`src/sv/rhsv_pkg.sv`:
```
// Shared types, constants and the divider step function of the RGB to HSV converter.
`default_nettype none

package rhsv_pkg;

    // Hue steps per sextant of the 256-step wheel.
    localparam logic [7:0] HUE_STEP = 8'd43;
    localparam logic [7:0] HUE_BASE_GREEN = 8'(2 * 43);
    localparam logic [7:0] HUE_BASE_BLUE = 8'(4 * 43);

    localparam int DIV_STEPS_PER_STAGE = 2;
    localparam int DIV_STAGES = 8 / DIV_STEPS_PER_STAGE;
    // Front stage, numerator stage, divider stages, output register.
    localparam int PIPE_DEPTH = DIV_STAGES + 3;

    typedef enum logic [1:0] {
        SEXT_RED,
        SEXT_GREEN,
        SEXT_BLUE
    } t_sext;

    typedef struct packed {
        logic [7:0]       value;
        logic [7:0]       delta;
        t_sext            sext;
        logic signed [8:0] diff;
        logic             neg;
    } t_front;

    // Restoring divider lane: partial remainder, numerator bits / quotient, divisor.
    typedef struct packed {
        logic [7:0] rem;
        logic [7:0] acc;
        logic [7:0] dvs;
    } t_div;

    typedef struct packed {
        t_div       hue;
        t_div       sat;
        logic       hue_neg;
        logic       hue_zero;
        logic       sat_zero;
        logic [7:0] value;
    } t_pix;

    function automatic t_div div_step(input t_div x);
        logic [8:0] t;
        t_div       y;
        t = {x.rem, x.acc[7]};
        y = x;
        if (t >= {1'b0, x.dvs}) begin
            y.rem = 8'(t - {1'b0, x.dvs});
            y.acc = {x.acc[6:0], 1'b1};
        end else begin
            y.rem = t[7:0];
            y.acc = {x.acc[6:0], 1'b0};
        end
        return y;
    endfunction

endpackage

`default_nettype wire

```
`src/sv/rgb_to_hsv_8bit.sv`:
```
// Top level of the pipelined 8-bit RGB to HSV pixel converter.
//
// Usage: the input channel transfers one pixel (i_red, i_green, i_blue) at
// each rising edge where i_valid is high and o_stall is low. The output
// channel transfers one result (o_hue, o_saturation, o_brightness) at each
// edge where o_valid is high and i_stall is low. Every pixel gives exactly
// one result, in order.
// On the way from an input transfer to o_valid, one stage picks
// the largest and smallest channels, one forms the hue and saturation
// numerators, four stages run the two 8-bit restoring dividers at two
// quotient bits per stage, and one register holds the result.
// One pixel per cycle while i_stall is low; the divider stages set the depth.
// Each stage holds its contents only while it is full and the stage after it
// holds, so a stall at the output fills empty stages first and reaches
// o_stall only when the whole pipeline is full. Nothing is lost or repeated.
// A synchronous reset (i_rst_n low) empties every stage; o_valid drops in
// the next cycle. Results in flight at reset are discarded.
`default_nettype none

module rgb_to_hsv_8bit (
    input  wire        i_clk,
    input  wire        i_rst_n,
    input  wire        i_valid,
    output logic       o_stall,
    input  wire  [7:0] i_red,
    input  wire  [7:0] i_green,
    input  wire  [7:0] i_blue,
    output logic       o_valid,
    input  wire        i_stall,
    output logic [7:0] o_hue,
    output logic [7:0] o_saturation,
    output logic [7:0] o_brightness
);

    localparam int LAST = rhsv_pkg::PIPE_DEPTH - 1;

    // Stage valid bits and load enables, index 0 is the front stage.
    logic [LAST:0]  stage_valid;
    logic [LAST:0]  stage_en;
    rhsv_pkg::t_pix div_data [0:rhsv_pkg::DIV_STAGES];

    logic       r_valid;
    logic [7:0] r_hue;
    logic [7:0] r_sat;
    logic [7:0] r_value;
    logic [7:0] n_hue;
    logic [7:0] n_sat;

    // A stage loads when it is empty or its successor loads too.
    genvar k;
    generate
        for (k = 0; k < LAST; k++) begin : g_en
            assign stage_en[k] = !stage_valid[k] || stage_en[k + 1];
        end
    endgenerate
    assign stage_en[LAST] = !stage_valid[LAST] || !i_stall;

    assign o_stall = !stage_en[0];

    rhsv_front u_front (
        .i_clk     (i_clk),
        .i_rst_n   (i_rst_n),
        .i_en_a    (stage_en[0]),
        .i_en_b    (stage_en[1]),
        .i_valid   (i_valid),
        .i_red     (i_red),
        .i_green   (i_green),
        .i_blue    (i_blue),
        .o_valid_a (stage_valid[0]),
        .o_valid_b (stage_valid[1]),
        .o_data    (div_data[0])
    );

    generate
        for (k = 0; k < rhsv_pkg::DIV_STAGES; k++) begin : g_div
            rhsv_div_stage u_div (
                .i_clk   (i_clk),
                .i_rst_n (i_rst_n),
                .i_en    (stage_en[k + 2]),
                .i_valid (stage_valid[k + 1]),
                .i_data  (div_data[k]),
                .o_valid (stage_valid[k + 2]),
                .o_data  (div_data[k + 1])
            );
        end
    endgenerate

    // After the last divider stage the accumulators hold the quotients.
    // A grey pixel forces hue to zero, a black one forces saturation to zero,
    // and a negative red-sextant quotient is negated to wrap around the wheel.
    always_comb begin
        if (div_data[rhsv_pkg::DIV_STAGES].hue_zero) begin
            n_hue = 8'd0;
        end else if (div_data[rhsv_pkg::DIV_STAGES].hue_neg) begin
            n_hue = 8'd0 - div_data[rhsv_pkg::DIV_STAGES].hue.acc;
        end else begin
            n_hue = div_data[rhsv_pkg::DIV_STAGES].hue.acc;
        end
        if (div_data[rhsv_pkg::DIV_STAGES].sat_zero) begin
            n_sat = 8'd0;
        end else begin
            n_sat = div_data[rhsv_pkg::DIV_STAGES].sat.acc;
        end
    end

    always_ff @(posedge i_clk) begin
        if (!i_rst_n) begin
            r_valid <= 1'b0;
        end else if (stage_en[LAST]) begin
            r_valid <= stage_valid[LAST - 1];
        end
    end

    always_ff @(posedge i_clk) begin
        if (stage_en[LAST]) begin
            r_hue <= n_hue;
            r_sat <= n_sat;
            r_value <= div_data[rhsv_pkg::DIV_STAGES].value;
        end
    end

    assign stage_valid[LAST] = r_valid;
    assign o_valid = r_valid;
    assign o_hue = r_hue;
    assign o_saturation = r_sat;
    assign o_brightness = r_value;

endmodule

`default_nettype wire

```
`src/sv/rhsv_front.sv`:
```
// Front end: max/min selection, then hue and saturation numerators, two register stages.
`default_nettype none

module rhsv_front (
    input  wire              i_clk,
    input  wire              i_rst_n,
    input  wire              i_en_a,
    input  wire              i_en_b,
    input  wire              i_valid,
    input  wire  [7:0]       i_red,
    input  wire  [7:0]       i_green,
    input  wire  [7:0]       i_blue,
    output logic             o_valid_a,
    output logic             o_valid_b,
    output rhsv_pkg::t_pix   o_data
);

    logic             r_valid_a;
    logic             r_valid_b;
    rhsv_pkg::t_front r_front;
    rhsv_pkg::t_front n_front;
    rhsv_pkg::t_pix   r_pix;
    rhsv_pkg::t_pix   n_pix;

    logic [7:0]        mx;
    logic [7:0]        mn;
    logic signed [8:0] raw_diff;
    logic [7:0]        base;
    logic signed [17:0] hue_num;
    logic [15:0]       sat_num;

    always_comb begin
        mx = (i_red > i_green) ? i_red : i_green;
        mx = (mx > i_blue) ? mx : i_blue;
        mn = (i_red < i_green) ? i_red : i_green;
        mn = (mn < i_blue) ? mn : i_blue;
        n_front.value = mx;
        n_front.delta = mx - mn;
        n_front.neg = 1'b0;
        if (mx == i_red) begin
            n_front.sext = rhsv_pkg::SEXT_RED;
            raw_diff = $signed({1'b0, i_green}) - $signed({1'b0, i_blue});
            // The red sextant truncates toward zero: divide the magnitude.
            n_front.neg = raw_diff[8];
            n_front.diff = raw_diff[8] ? -raw_diff : raw_diff;
        end else if (mx == i_green) begin
            n_front.sext = rhsv_pkg::SEXT_GREEN;
            raw_diff = $signed({1'b0, i_blue}) - $signed({1'b0, i_red});
            n_front.diff = raw_diff;
        end else begin
            n_front.sext = rhsv_pkg::SEXT_BLUE;
            raw_diff = $signed({1'b0, i_red}) - $signed({1'b0, i_green});
            n_front.diff = raw_diff;
        end
    end

    always_comb begin
        case (r_front.sext)
            rhsv_pkg::SEXT_GREEN: base = rhsv_pkg::HUE_BASE_GREEN;
            rhsv_pkg::SEXT_BLUE:  base = rhsv_pkg::HUE_BASE_BLUE;
            default:              base = 8'd0;
        endcase
        // The numerator is never negative and stays below 2^16.
        hue_num = $signed({2'b00, 16'(base * r_front.delta)})
                + $signed({{9{r_front.diff[8]}}, r_front.diff})
                * $signed({10'd0, rhsv_pkg::HUE_STEP});
        sat_num = {r_front.delta, 8'd0} - {8'd0, r_front.delta};
        n_pix.hue.rem = hue_num[15:8];
        n_pix.hue.acc = hue_num[7:0];
        n_pix.hue.dvs = r_front.delta;
        n_pix.sat.rem = sat_num[15:8];
        n_pix.sat.acc = sat_num[7:0];
        n_pix.sat.dvs = r_front.value;
        n_pix.hue_neg = r_front.neg;
        n_pix.hue_zero = (r_front.delta == 8'd0);
        n_pix.sat_zero = (r_front.value == 8'd0);
        n_pix.value = r_front.value;
    end

    always_ff @(posedge i_clk) begin
        if (!i_rst_n) begin
            r_valid_a <= 1'b0;
            r_valid_b <= 1'b0;
        end else begin
            if (i_en_a) begin
                r_valid_a <= i_valid;
            end
            if (i_en_b) begin
                r_valid_b <= r_valid_a;
            end
        end
    end

    always_ff @(posedge i_clk) begin
        if (i_en_a) begin
            r_front <= n_front;
        end
        if (i_en_b) begin
            r_pix <= n_pix;
        end
    end

    assign o_valid_a = r_valid_a;
    assign o_valid_b = r_valid_b;
    assign o_data = r_pix;

endmodule

`default_nettype wire

```
`src/sv/rhsv_div_stage.sv`:
```
// One divider stage: two restoring steps on the hue and saturation lanes.
`default_nettype none

module rhsv_div_stage (
    input  wire             i_clk,
    input  wire             i_rst_n,
    input  wire             i_en,
    input  wire             i_valid,
    input  rhsv_pkg::t_pix  i_data,
    output logic            o_valid,
    output rhsv_pkg::t_pix  o_data
);

    logic           r_valid;
    rhsv_pkg::t_pix r_data;
    rhsv_pkg::t_pix n_data;

    always_comb begin
        n_data = i_data;
        for (int k = 0; k < rhsv_pkg::DIV_STEPS_PER_STAGE; k++) begin
            n_data.hue = rhsv_pkg::div_step(n_data.hue);
            n_data.sat = rhsv_pkg::div_step(n_data.sat);
        end
    end

    always_ff @(posedge i_clk) begin
        if (!i_rst_n) begin
            r_valid <= 1'b0;
        end else if (i_en) begin
            r_valid <= i_valid;
        end
    end

    always_ff @(posedge i_clk) begin
        if (i_en) begin
            r_data <= n_data;
        end
    end

    assign o_valid = r_valid;
    assign o_data = r_data;

endmodule

`default_nettype wire

```
`config.mk`:
```
export PLATFORM = sky130hd
export DESIGN_NAME = rgb_to_hsv_8bit
export DESIGN_NICKNAME = d
export VERILOG_FILES = /design/src/sv/rhsv_pkg.sv /design/src/sv/rgb_to_hsv_8bit.sv /design/src/sv/rhsv_front.sv /design/src/sv/rhsv_div_stage.sv
export SDC_FILE = /design/constraint.sdc
export NUM_CORES = 1
export LEC_CHECK = 0
export BUFFER_PORTS_ARGS = -buffer_cell sky130_fd_sc_hd__buf_2
export CAP_MARGIN = 15
export CORE_UTILIZATION = 30
export DETAILED_ROUTE_END_ITERATION = 8
export GPL_TIMING_DRIVEN = 0
export HOLD_SLACK_MARGIN = 0.08
export PLACE_DENSITY = 0.53
export SKIP_CTS_REPAIR_TIMING = 1
export SLEW_MARGIN = 20
export SYNTH_ARGS = -nofsm -noshare
export SYNTH_HDL_FRONTEND = slang
export SYNTH_SLANG_ARGS = --single-unit
```
`constraint.sdc`:
```
create_clock -name i_clk -period 17 [get_ports i_clk]
set_input_delay 0 -clock i_clk [delete_from_list [all_inputs] [get_ports i_clk]]
set_output_delay 0 -clock i_clk [all_outputs]
set_load 0.05 [all_outputs]
```
Word level (Yosys, flattened, before mapping). Index checks and enable logic that the tools add are counted.

Bits in registers: 290. Input bits: 28. Logic and storage cells: 148.

$add $sub $neg: 22. Multipliers: 2. $lt $le $gt $ge: 20. Equal/unequal tests: 4. Mux-type cells: 25. Reductions and logical operators: 18.

Operator list (count): $mux 16 (14); $ge 9x8->1 (16); $sub 8x8->8 (15); $mux 8 (5); $sub 8x8->9 (3); $mux 9 (2); $add 16x16->16 (1); $eq 8x8->1 (2); $gt 8x8->1 (2); $logic_not 8->1 (2); $lt 8x8->1 (2); $mul 8x8->16 (1); $mul 9x7->16 const B (1); $pmux 8 s2 (1); $sub 16x8->16 (1); $mux 11 (1); $logic_not 1->1 (9); $neg 9->9 (1); $sub 1x8->8 const A (1); $logic_or 1x1->1 (7); $eq 2x1->1 const B (1); $eq 2x2->1 const B (1); $mux 1 (2).

Depth between registers and ports, before layout. Gate-level depths: netlist (run 1).

Depth after elaboration: 9. Gate-level depth with buffers: 25. Depth with buffers taken out: 25.

By module. A second synthesis (run 1) with hierarchy kept.

Cells, all modules: 2086. Area total of the unflattened synthesis: 23969.2 µm².

By module, submodules not included: rhsv_front (times used 1, cells each 794, area each 8282.9 µm², sequential area each 2382.3 µm²); rhsv_div_stage (g_div[1].u_div ...) (times used 2, cells each 300, area each 3647.2 µm², sequential area each 1791.7 µm²); rhsv_div_stage (g_div[0].u_div) (times used 1, cells each 325, area each 3777.4 µm², sequential area each 1791.7 µm²); rhsv_div_stage (g_div[2].u_div) (times used 1, cells each 287, area each 3549.7 µm², sequential area each 1791.7 µm²); rgb_to_hsv_8bit (times used 1, cells each 80, area each 1064.8 µm², sequential area each 740.7 µm²).

Least setup slack after synthesis (run 1). Ideal clock, no wire load.

Path kind: flip-flop to flip-flop. Start: reg u_front.r_front[10] (netlist name). End: reg u_front.r_pix, in the netlist u_front.o_data[57] (data pin). Library setup time: 0.258 ns. Arrival time: 5.694 ns. Data required time: 16.742 ns. Setup slack: 11.049 ns. Stages on the path, launching flop included: 24. Cell sequence: edfxtp_1 -> inv_1 -> ha_1 -> nand2b_1 -> fa_1 -> fa_1 -> inv_1 -> fa_1 -> fa_1 -> inv_1 -> fa_1 -> fa_1 -> inv_1 -> ha_1 -> nor2b_1 -> o21ai_0 -> a21boi_0 -> o21ai_0 -> a21boi_0 -> o21ai_0 -> nand2b_1 -> a21o_1 -> a21oi_1 -> xnor2_1.

Longest elaborated chain between the ends: 4. Elaborated cells on any way between the ends: 5. Classes of those cells: add/sub: 1; mul: 1; eq/ne: 2; mux: 1.

Ends and longest elaborated chain: start, declared (line rhsv_front.sv:20) `rhsv_pkg::t_front r_front;`; start signal, assigned (line rhsv_front.sv:96) `r_front <= n_front;`; $eq 2x2->1 / $eq 2x1->1 (equally long branches) (line rhsv_front.sv:58) `case (r_front.sext)`; $pmux 8 s2 (*) (line rhsv_front.sv:58); $mul 8x8->16 (*) (line rhsv_front.sv:64) `hue_num = $signed({2'b00, 16'(base * r_front.delta)})`; $add 16x16->16 (*) (line rhsv_front.sv:65) `+ $signed({{9{r_front.diff[8]}}, r_front.diff})`; via u_front.hue_num[14] (line rhsv_front.sv:29) `logic signed [17:0] hue_num;`; end signal, assigned (line rhsv_front.sv:99) `r_pix <= n_pix;`; end, declared (line rhsv_front.sv:22) `rhsv_pkg::t_pix r_pix;`.

Mark *: on every way through the listed nets, which the timed path passes. The rest lies on a longest branch. A chain may end at the register's enable or synchronous reset.

Final worst setup path (run 1).
Start: reg u_front.r_front[11] (netlist name). End: reg u_front.r_pix, in the netlist u_front.o_data[57] (data pin).

The elaborated chain is that of the path after synthesis.

==> results.tsv, run 1 <==
stage	metric	value	unit
placed_design	port_buffers	53	
timing	finalSetupViolCount	0	
critical_path	endpoint_kind	flop	
logic_synthesis	avgSynthCellArea	11.29	um2
clock_network	cts_tree	built	
logic_synthesis	synth_edf_count	279	
logic_synthesis	ys_types	61	
timing	clock.fmax	153.9	MHz
logic_synthesis	ys_seq_elements	286	
critical_path	worst_path_most_repeated_cell	fa_1	
clock_network	htree_levels	2	
routing	avgViaCountPerCell	4.733	
clock_network	path_clk_slew	0.06	ns
critical_path	worstPathRequired	17.27	ns
die	boundaryPins	54	
timing	hold_viol	0	
critical_path	slowest_delay	0.55	ns
placed_design	dp_hpwl	34590	um
timing	fin_crit_sh	38.23	%
logic_synthesis	syn_area	0.02071	mm2
timing	skew	0.02299	ns
global_routing	grt_pass1_wl	70610	um
final_layout	drive_above_1_share	11.17	%
logic_synthesis	synth_seq_area_share	41.14	%
routing	via_count	13408	
die	initial_core_util	30.56	%
clock_network	cts_root_buffer	clkbuf_16	
critical_path	crit_buf_inv	5	
die	die_w	264.7	um
clock_network	clkLatencyLatePin	0.53	ns
clock_network	numCtsBuffers	35	
final_layout	layout_commonest_cell	edfxtp_1	
critical_path	reg2reg_depth	24	
routing	dr.pass1.iters	4	
timing	slew_headroom	34.45	%
hold_path	hold_depth	3	
routing	wl_per_cell	14.98	um
global_routing	grt_overflow	0	
final_layout	n_antenna_cell	0	
clock_network	cts_sinks	286	
logic_synthesis	synth_flop_cell	edfxtp_1	
final_layout	nNetsFinal	2281	
logic_synthesis	synth_fp_nets	2179	
placed_design	place_congestion	0.8482	
logic_synthesis	ys_top_cells_by_area	edfxtp_1 40%, ha_1 14%, fa_1 8.1%	
final_layout	syn_to_final_growth	12.52	%
routing	routed_wl	42440	um
critical_path	reg2reg_to	u_front.o_data[57]	
logic_synthesis	yosys_warnings	0	
hold_path	holdPathEnd	u_front.n_pix[35]	
final_layout	final_cell_mix	279 x edfxtp_1, 262 x inv_1, 233 x ha_1	
global_routing	grt_pass1_vias	13887	
logic_synthesis	async_flop_share	0	%
routing	drtAntennaViolNets	0	
critical_path	crit_path_max_fanout	8	
critical_path	crit_chain	inv_1 > ha_1 > and2_1 > inv_1 > fa_1 > fa_1 > inv_1 > fa_1 > fa_1 > inv_1 > fa_1 > fa_1 > inv_1 > ha_1 > nor2b_1 > o21ai_0 > a21boi_0 > o21ai_0 > a21boi_0 > o21ai_0 > nand2b_1 > a21o_1 > a21oi_1 > xnor2_1	
die	die_y	264.7	um
logic_synthesis	yosys.area.top_type	edfxtp_1	
timing	rsz0062_at_grt	no	
critical_path	cp-start-kind	flop	
clock_network	clock_path_buffers	3	
placed_design	postPlaceCellArea	0.02216	mm2
hold_path	min-delay-start	i_blue[0]	
critical_path	ff2ff_setup_slack	10.50	ns
flow_run	cap_violations	0	
global_routing	antenna_found_initial	0	
die	fp.dieArea	0.07007	mm2
global_routing	grt_max_degree	32	
hold_path	holdCritPathClass	in2reg	
critical_path	crit_type	reg2reg	
die	rows	95	
routing	drc	0	
timing	worst_pin_slew	0.9809	ns
outcome	status	finished, final reports clean	
routing	drt_iter0_markers	615	
global_routing	grt.total_usage	12.33	%
critical_path	slowest_stage	fa_1	
logic_synthesis	synth_top_area_share	40.46	%
timing	final.setup.tns	0	ns
logic_synthesis	postSynthCellCount	1834	
die	coreArea	0.06775	mm2
timing	min_period	6.499	ns
final_layout	stdcell_area	0.02330	mm2
critical_path	critPathTopFamily	adder cells	
critical_path	arrival	6.77	ns
timing	final_max_slew_viol_count	0	
critical_path	rr_startpoint	u_front.r_front[11]	
## metrics by stage
step | hold slack [ns] | util, % | cells | setup slack, ns
final | 0.1036 | 34.39 | 2833 | 10.50
after global routing | 0.08897 | 34.39 | 2833 | 10.01
after CTS | -0.3080 | 34.27 | 2825 | 10.44
after detailed placement | 0.2601 | 32.71 | 2764 | 10.46
after global placement | 0.2738 | 32.57 | 2760 | 10.47
after floorplan | 0.1175 | - | 1834 | 11.05
## synth_stat cells, types with 11 or more instances
library cell / number
a21boi_0: 25
a21o_1: 34
a21oi_1: 65
and2_1: 13
clkbuf_1: 15
edfxtp_1: 279
fa_1: 84
ha_1: 233
inv_1: 265
mux2_2: 85
mux2i_1: 45
nand2_1: 97
nand2b_1: 32
nand3_1: 14
nand4_1: 25
nor2_1: 97
nor2b_1: 55
o21a_1: 17
o21ai_0: 97
o221ai_1: 11
xnor2_1: 64
xor2_1: 51
## worst register-to-register path, cell delays in order (launching register included)
cell and delay [ns]:
edfxtp_1 0.38, inv_1 0.07, ha_1 0.31, and2_1 0.22, inv_1 0.09, fa_1 0.51, fa_1 0.55, inv_1 0.07
fa_1 0.47, fa_1 0.49, inv_1 0.05, fa_1 0.52, fa_1 0.54, inv_1 0.04, ha_1 0.32, nor2b_1 0.14
o21ai_0 0.20, a21boi_0 0.15, o21ai_0 0.26, a21boi_0 0.16, o21ai_0 0.17, nand2b_1 0.10, a21o_1 0.18, a21oi_1 0.16
xnor2_1 0.09
## final cells by class
| type | instances | area (um2) |
|---|---|---|
| fill | 6733 | 44450 |
| clock inverter | 10 | 93.84 |
| multi-input combinational | 1260 | 11090 |
| sequential | 286 | 8518 |
| inverter | 265 | 994.7 |
| tap | 873 | 1092 |
| timing repair buffer | 65 | 432.9 |
| clock buffer | 51 | 965.9 |
| buffer | 23 | 110.1 |
## cell families after synthesis
group	after synthesis	share of synthesized area, %
simple gates	381	9.179
xor+xnor	115	4.864
buf+inv	288	5.336
compound gates	313	10.27
flops	286	41.14
fa+ha+maj	320	22.35
mux	131	6.870
## how the worst max path moves through the flow
stage | end | startpoint | cells past startpoint | slack, ns
after floorplan | u_front.o_data[57] | u_front.r_front[10] | 23 | 11.05
after global placement | u_front.o_data[57] | u_front.r_front[11] | 24 | 10.47
after detailed placement | u_front.o_data[57] | u_front.r_front[11] | 24 | 10.46
after CTS | u_front.o_data[57] | u_front.n_pix[40] | 23 | 10.44
after global routing | u_front.o_data[57] | u_front.r_front[11] | 24 | 10.01
final | u_front.o_data[57] | u_front.r_front[11] | 24 | 10.50
## registers in the layout, indices dropped and copies added, names as in the netlist
signal	flops
o_saturation	8
o_hue	8
u_front.o_valid_b	1
g_div.u_div.o_valid	4
o_brightness	8
o_valid	1
g_div.u_div.o_data	177
u_front.r_front	11
u_front.o_valid_a	1
u_front.n_pix	17
u_front.o_data	50
## routing by layer
metal | vias up | wire length [um] | GRT usage (%)
li1 | 6677 | - | -
met1 | 6465 | 19610 | 16.09
met2 | 212 | 20260 | 21.10
met3 | 54 | 1621 | 1.672
met4 | 0 | 949 | 3.828
met5 | - | 0 | 0
Power of run 1 is not shown: default switching activity piles up to over one toggle a cycle in this logic, so the estimate is an artifact.
==> run 2, diff against run 1 <==
Clock period 17 ns to 6.6 ns, I/O delays scaled along.
==> results.tsv, run 2 (synthesis gave the netlist of run 1 again) <==
stage	metric	value	unit
placed_design	dp_hpwl	34590	um
die	die_y	264.7	um
critical_path	cp-start-kind	flop	
clock_network	htree_levels	2	
die	fp.dieArea	0.07007	mm2
die	boundaryPins	54	
final_layout	syn_to_final_growth	13.06	%
critical_path	crit_chain	inv_1 > ha_2 > nand2b_1 > fa_1 > fa_1 > inv_1 > fa_1 > fa_1 > inv_1 > fa_1 > fa_1 > inv_1 > ha_1 > nor2b_1 > o21ai_0 > a21boi_0 > o21ai_1 > a21boi_0 > o21ai_0 > nand2b_1 > a21o_1 > a21oi_1 > xnor2_1	
routing	dr.pass1.iters	4	
timing	final_max_slew_viol_count	0	
routing	via_count	13461	
timing	finalSetupViolCount	0	
global_routing	grt_pass1_vias	13887	
routing	top_layer	met4	
routing	avgViaCountPerCell	4.740	
critical_path	crit_path_max_fanout	8	
clock_network	clkLatencyLatePin	0.53	ns
die	rows	95	
final_layout	layout_commonest_cell	edfxtp_1	
clock_network	clock_path_buffers	3	
critical_path	crit_buf_inv	4	
timing	hold_viol	0	
critical_path	crit_type	reg2reg	
critical_path	slowest_stage	fa_1	
timing	min_period	6.376	ns
timing	rsz0062_at_grt	yes	
timing	fin_crit_sh	96.61	%
routing	wl_met3	1437	um
final_layout	final_util	34.55	%
critical_path	worst_path_most_repeated_cell	fa_1	
global_routing	antenna_found_initial	0	
timing	skew	0.02336	ns
placed_design	place_ws	0.06225	ns
timing	worst_pin_slew	0.9809	ns
final_layout	drive_above_1_share	11.90	%
clock_network	cts_tree	built	
routing	drt_iter0_markers	630	
timing	setup_ws	0.2239	ns
outcome	status	finished, final reports clean	
critical_path	endpoint_kind	flop	
timing	slew_headroom	34.45	%
clock_network	cts_sinks	286	
flow_run	cap_violations	0	
routing	drtAntennaViolNets	0	
final_layout	nNetsFinal	2288	
placed_design	place_congestion	0.8482	
global_routing	grt_pass1_wl	70610	um
final_layout	largest_register_ffs	177	
routing	wl_met2	20260	um
placed_design	port_buffers	53	
global_routing	grt_max_degree	32	
die	die_w	264.7	um
critical_path	worstPathRequired	6.87	ns
global_routing	grt.total_usage	12.33	%
global_routing	grt_overflow	0	
routing	drc	0	
routing	drt-met1-wl	19850	um
critical_path	slowest_delay	0.55	ns
critical_path	arrival	6.65	ns
final_layout	final_cell_mix	279 x edfxtp_1, 262 x inv_1, 231 x ha_1	
clock_network	path_clk_slew	0.06	ns
final_layout	n_antenna_cell	0	
clock_network	cts_root_buffer	clkbuf_16	
routing	wl_per_cell	14.97	um
die	initial_core_util	30.56	%
routing	routed_wl	42520	um
timing	clock.fmax	156.8	MHz
clock_network	numCtsBuffers	35	
die	coreArea	0.06775	mm2
hold_path	holdCritPathClass	in2reg	
critical_path	critPathTopFamily	adder cells	
==> run 2: cell type report <==
cell class,count,area (um2)
inverter,265,994.7
multi-input combinational,1260,11120
buffer,22,110.1
sequential,286,8518
clock buffer,51,965.9
tap,873,1092
timing repair buffer,73,518.0
fill,6722,44340
clock inverter,10,93.84
==> run 2: per-layer routing <==
layer  global-route usage, %  vias up
met5                       0        -
met4                   3.828        0
met3                   1.672       57
met2                   21.10      202
met1                   16.09     6507
li1                        -     6695
==> run 2: tightest hold or removal path, cell delays in order <==
cell and delay (ns):
buf_2 0.19, a21oi_1 0.15, xor2_1 0.14
==> run 2: final timing paths <==
kind / from / to / slack, ns / cells past startpoint
setup reg to reg: u_front.r_front[10] / u_front.o_data[57] / 0.22 / 23
hold / removal: i_blue[0] / u_front.n_pix[35] / 0.09 / 3
hold reg to reg: g_div[0].u_div.o_data[24] / g_div[1].u_div.o_data[26] / 0.40 / 0
setup / recovery: u_front.r_front[10] / u_front.o_data[57] / 0.22 / 23
==> run 2: metrics by stage <==
stage	instance area [um2]	TNS [ns]	hold WS, ns	cells
floorplan	20710	0	0.1175	1834
global placement	22060	0	0.2738	2760
detailed placement	22160	0	0.2601	2764
CTS	23220	0	-0.3080	2825
global route	23410	-0.1905	0.08897	2840
finish	23410	0	0.08987	2840
Power of run 2 is left out for the same reason.
==> run 3, diff against run 2 <==
Settings changed: PLACE_DENSITY 0.53 to 0.55.
Clock period 6.6 ns to 5.1 ns, I/O delays scaled along.
==> results.tsv, run 3 (synthesis gave the netlist of run 1 again) <==
stage	metric	value	unit
outcome	status	finished with violations	
outcome	violations	setup timing	
final_layout	n_antenna_cell	0	
timing	final_max_slew_viol_count	0	
critical_path	crit_type	reg2reg	
die	die_w	264.7	um
clock_network	clock_path_buffers	3	
clock_network	htree_levels	2	
die	coreArea	0.06775	mm2
timing	worst_pin_slew	1.103	ns
global_routing	grt_overflow	0	
critical_path	crit_path_max_fanout	5	
placed_design	dp_hpwl	34290	um
global_routing	grt_max_degree	30	
placed_design	placed_cells	2764	
routing	wl_per_cell	14.86	um
placed_design	port_buffers	53	
final_layout	largest_register_ffs	177	
final_layout	nNetsFinal	2397	
critical_path	endpoint_kind	flop	
timing	slew_headroom	26.39	%
routing	drtAntennaViolNets	0	
clock_network	clkLatencyLatePin	0.55	ns
timing	finalSetupViolCount	7	
clock_network	numCtsBuffers	35	
timing	hold_viol	0	
die	rows	95	
global_routing	grt_pass1_wl	69900	um
final_layout	drive_above_1_share	21.44	%
routing	routed_wl	43820	um
final_layout	nFillCells	6606	
final_layout	layout_commonest_cell	edfxtp_1	
hold_path	holdCritPathClass	in2reg	
die	boundaryPins	54	
clock_network	cts_tree	built	
critical_path	cp-start-kind	flop	
die	fp.dieArea	0.07007	mm2
global_routing	grt_pass1_vias	13986	
timing	skew	0.02086	ns
clock_network	path_clk_slew	0.05	ns
die	die_y	264.7	um
placed_design	place_congestion	0.8634	
final_layout	final_cell_mix	279 x edfxtp_1, 251 x inv_1, 217 x ha_1	
clock_network	cts_root_buffer	clkbuf_16	
critical_path	arrival	6.10	ns
routing	dr.pass1.iters	6	
routing	drc	0	
global_routing	grt.total_usage	12.22	%
critical_path	worstPathRequired	5.39	ns
routing	drt_iter0_markers	610	
timing	fin_crit_sh	114.0	%
global_routing	antenna_found_initial	0	
timing	min_period	5.814	ns
flow_run	cap_violations	0	
timing	rsz0062_at_grt	yes	
die	initial_core_util	30.56	%
routing	via_count	13985	
timing	clock.fmax	172.0	MHz
final_layout	finalNonFillerCells	2949	
routing	avgViaCountPerCell	4.742	
final_layout	syn_to_final_growth	20.29	%
timing	setup_ws	-0.7139	ns
clock_network	cts_sinks	286	
==> run 3: cell count changes in the layout (fill, tap and decap cells not counted), sizes merged <==
cell and change:
clkinvlp +1, clkinv +8, dlygate4sd3 +1, clkbuf -14, buf +110, inv +1
bufinv +2
==> run 3: worst paths after layout <==
kind                                   from                         to  slack [ns]  cells past startpoint
setup / recovery        u_front.r_front[11]         u_front.o_data[57]       -0.71                     23
hold / removal                    i_blue[4]           u_front.n_pix[4]        0.09                      3
setup reg to reg        u_front.r_front[11]         u_front.o_data[57]       -0.71                     23
hold reg to reg   g_div[0].u_div.o_data[22]  g_div[1].u_div.o_data[24]        0.40                      0
==> run 3: area by class of cell <==
| cell class | count | area [um2] | area share, % |
|---|---|---|---|
| Multi-Input combinational cell | 1260 | 11670 | 46.86 |
| Clock buffer | 39 | 890.9 | 3.577 |
| Buffer | 23 | 152.6 | 0.6128 |
| Timing Repair Buffer | 181 | 1351 | 5.425 |
| Inverter | 265 | 997.2 | 4.004 |
| Tap cell | 873 | 1092 | 4.385 |
| Sequential cell | 286 | 8518 | 34.20 |
| Clock inverter | 22 | 232.7 | 0.9343 |
==> run 3: worst max-delay path, stage by stage (launching register included) <==
cell and delay [ns]:
edfxtp_1 0.41, buf_6 0.14, ha_4 0.25, nand2b_4 0.15, fa_1 0.49, fa_1 0.49, inv_1 0.05, fa_1 0.47
fa_1 0.51, inv_1 0.05, fa_1 0.50, fa_1 0.56, inv_2 0.04, ha_4 0.22, nor2b_4 0.12, o21ai_2 0.16
a21boi_2 0.09, o21ai_2 0.16, a21boi_2 0.08, o21ai_1 0.12, nand2b_1 0.09, a21o_1 0.20, a21oi_2 0.14, xnor2_1 0.08
==> run 3: through the flow <==
step / TNS, ns / hold slack [ns] / util [%] / cell area (um2) / setup WS (ns)
after floorplan: -1.101 / 0.1175 / - / 20840 / -0.4125
after global placement: -42.15 / 0.2586 / 32.76 / 22190 / -0.9444
after detailed placement: -46.94 / 0.2687 / 32.90 / 22290 / -0.9479
after CTS: -40.74 / -0.3140 / 34.55 / 23410 / -0.9761
after global routing: -5.918 / 0.09629 / 36.76 / 24910 / -0.9907
final: -3.162 / 0.08810 / 36.76 / 24910 / -0.7139
==> run 3: per-layer routing <==
metal  track usage [%]  vias up  wire length [um]
met3             2.220       70              1967
li1                  -     6920                 -
met2             20.92      266             21200
met4             3.609        0               953
met5                 0        -                 0
met1             15.64     6729             19690
Power of run 3 is left out for the same reason.
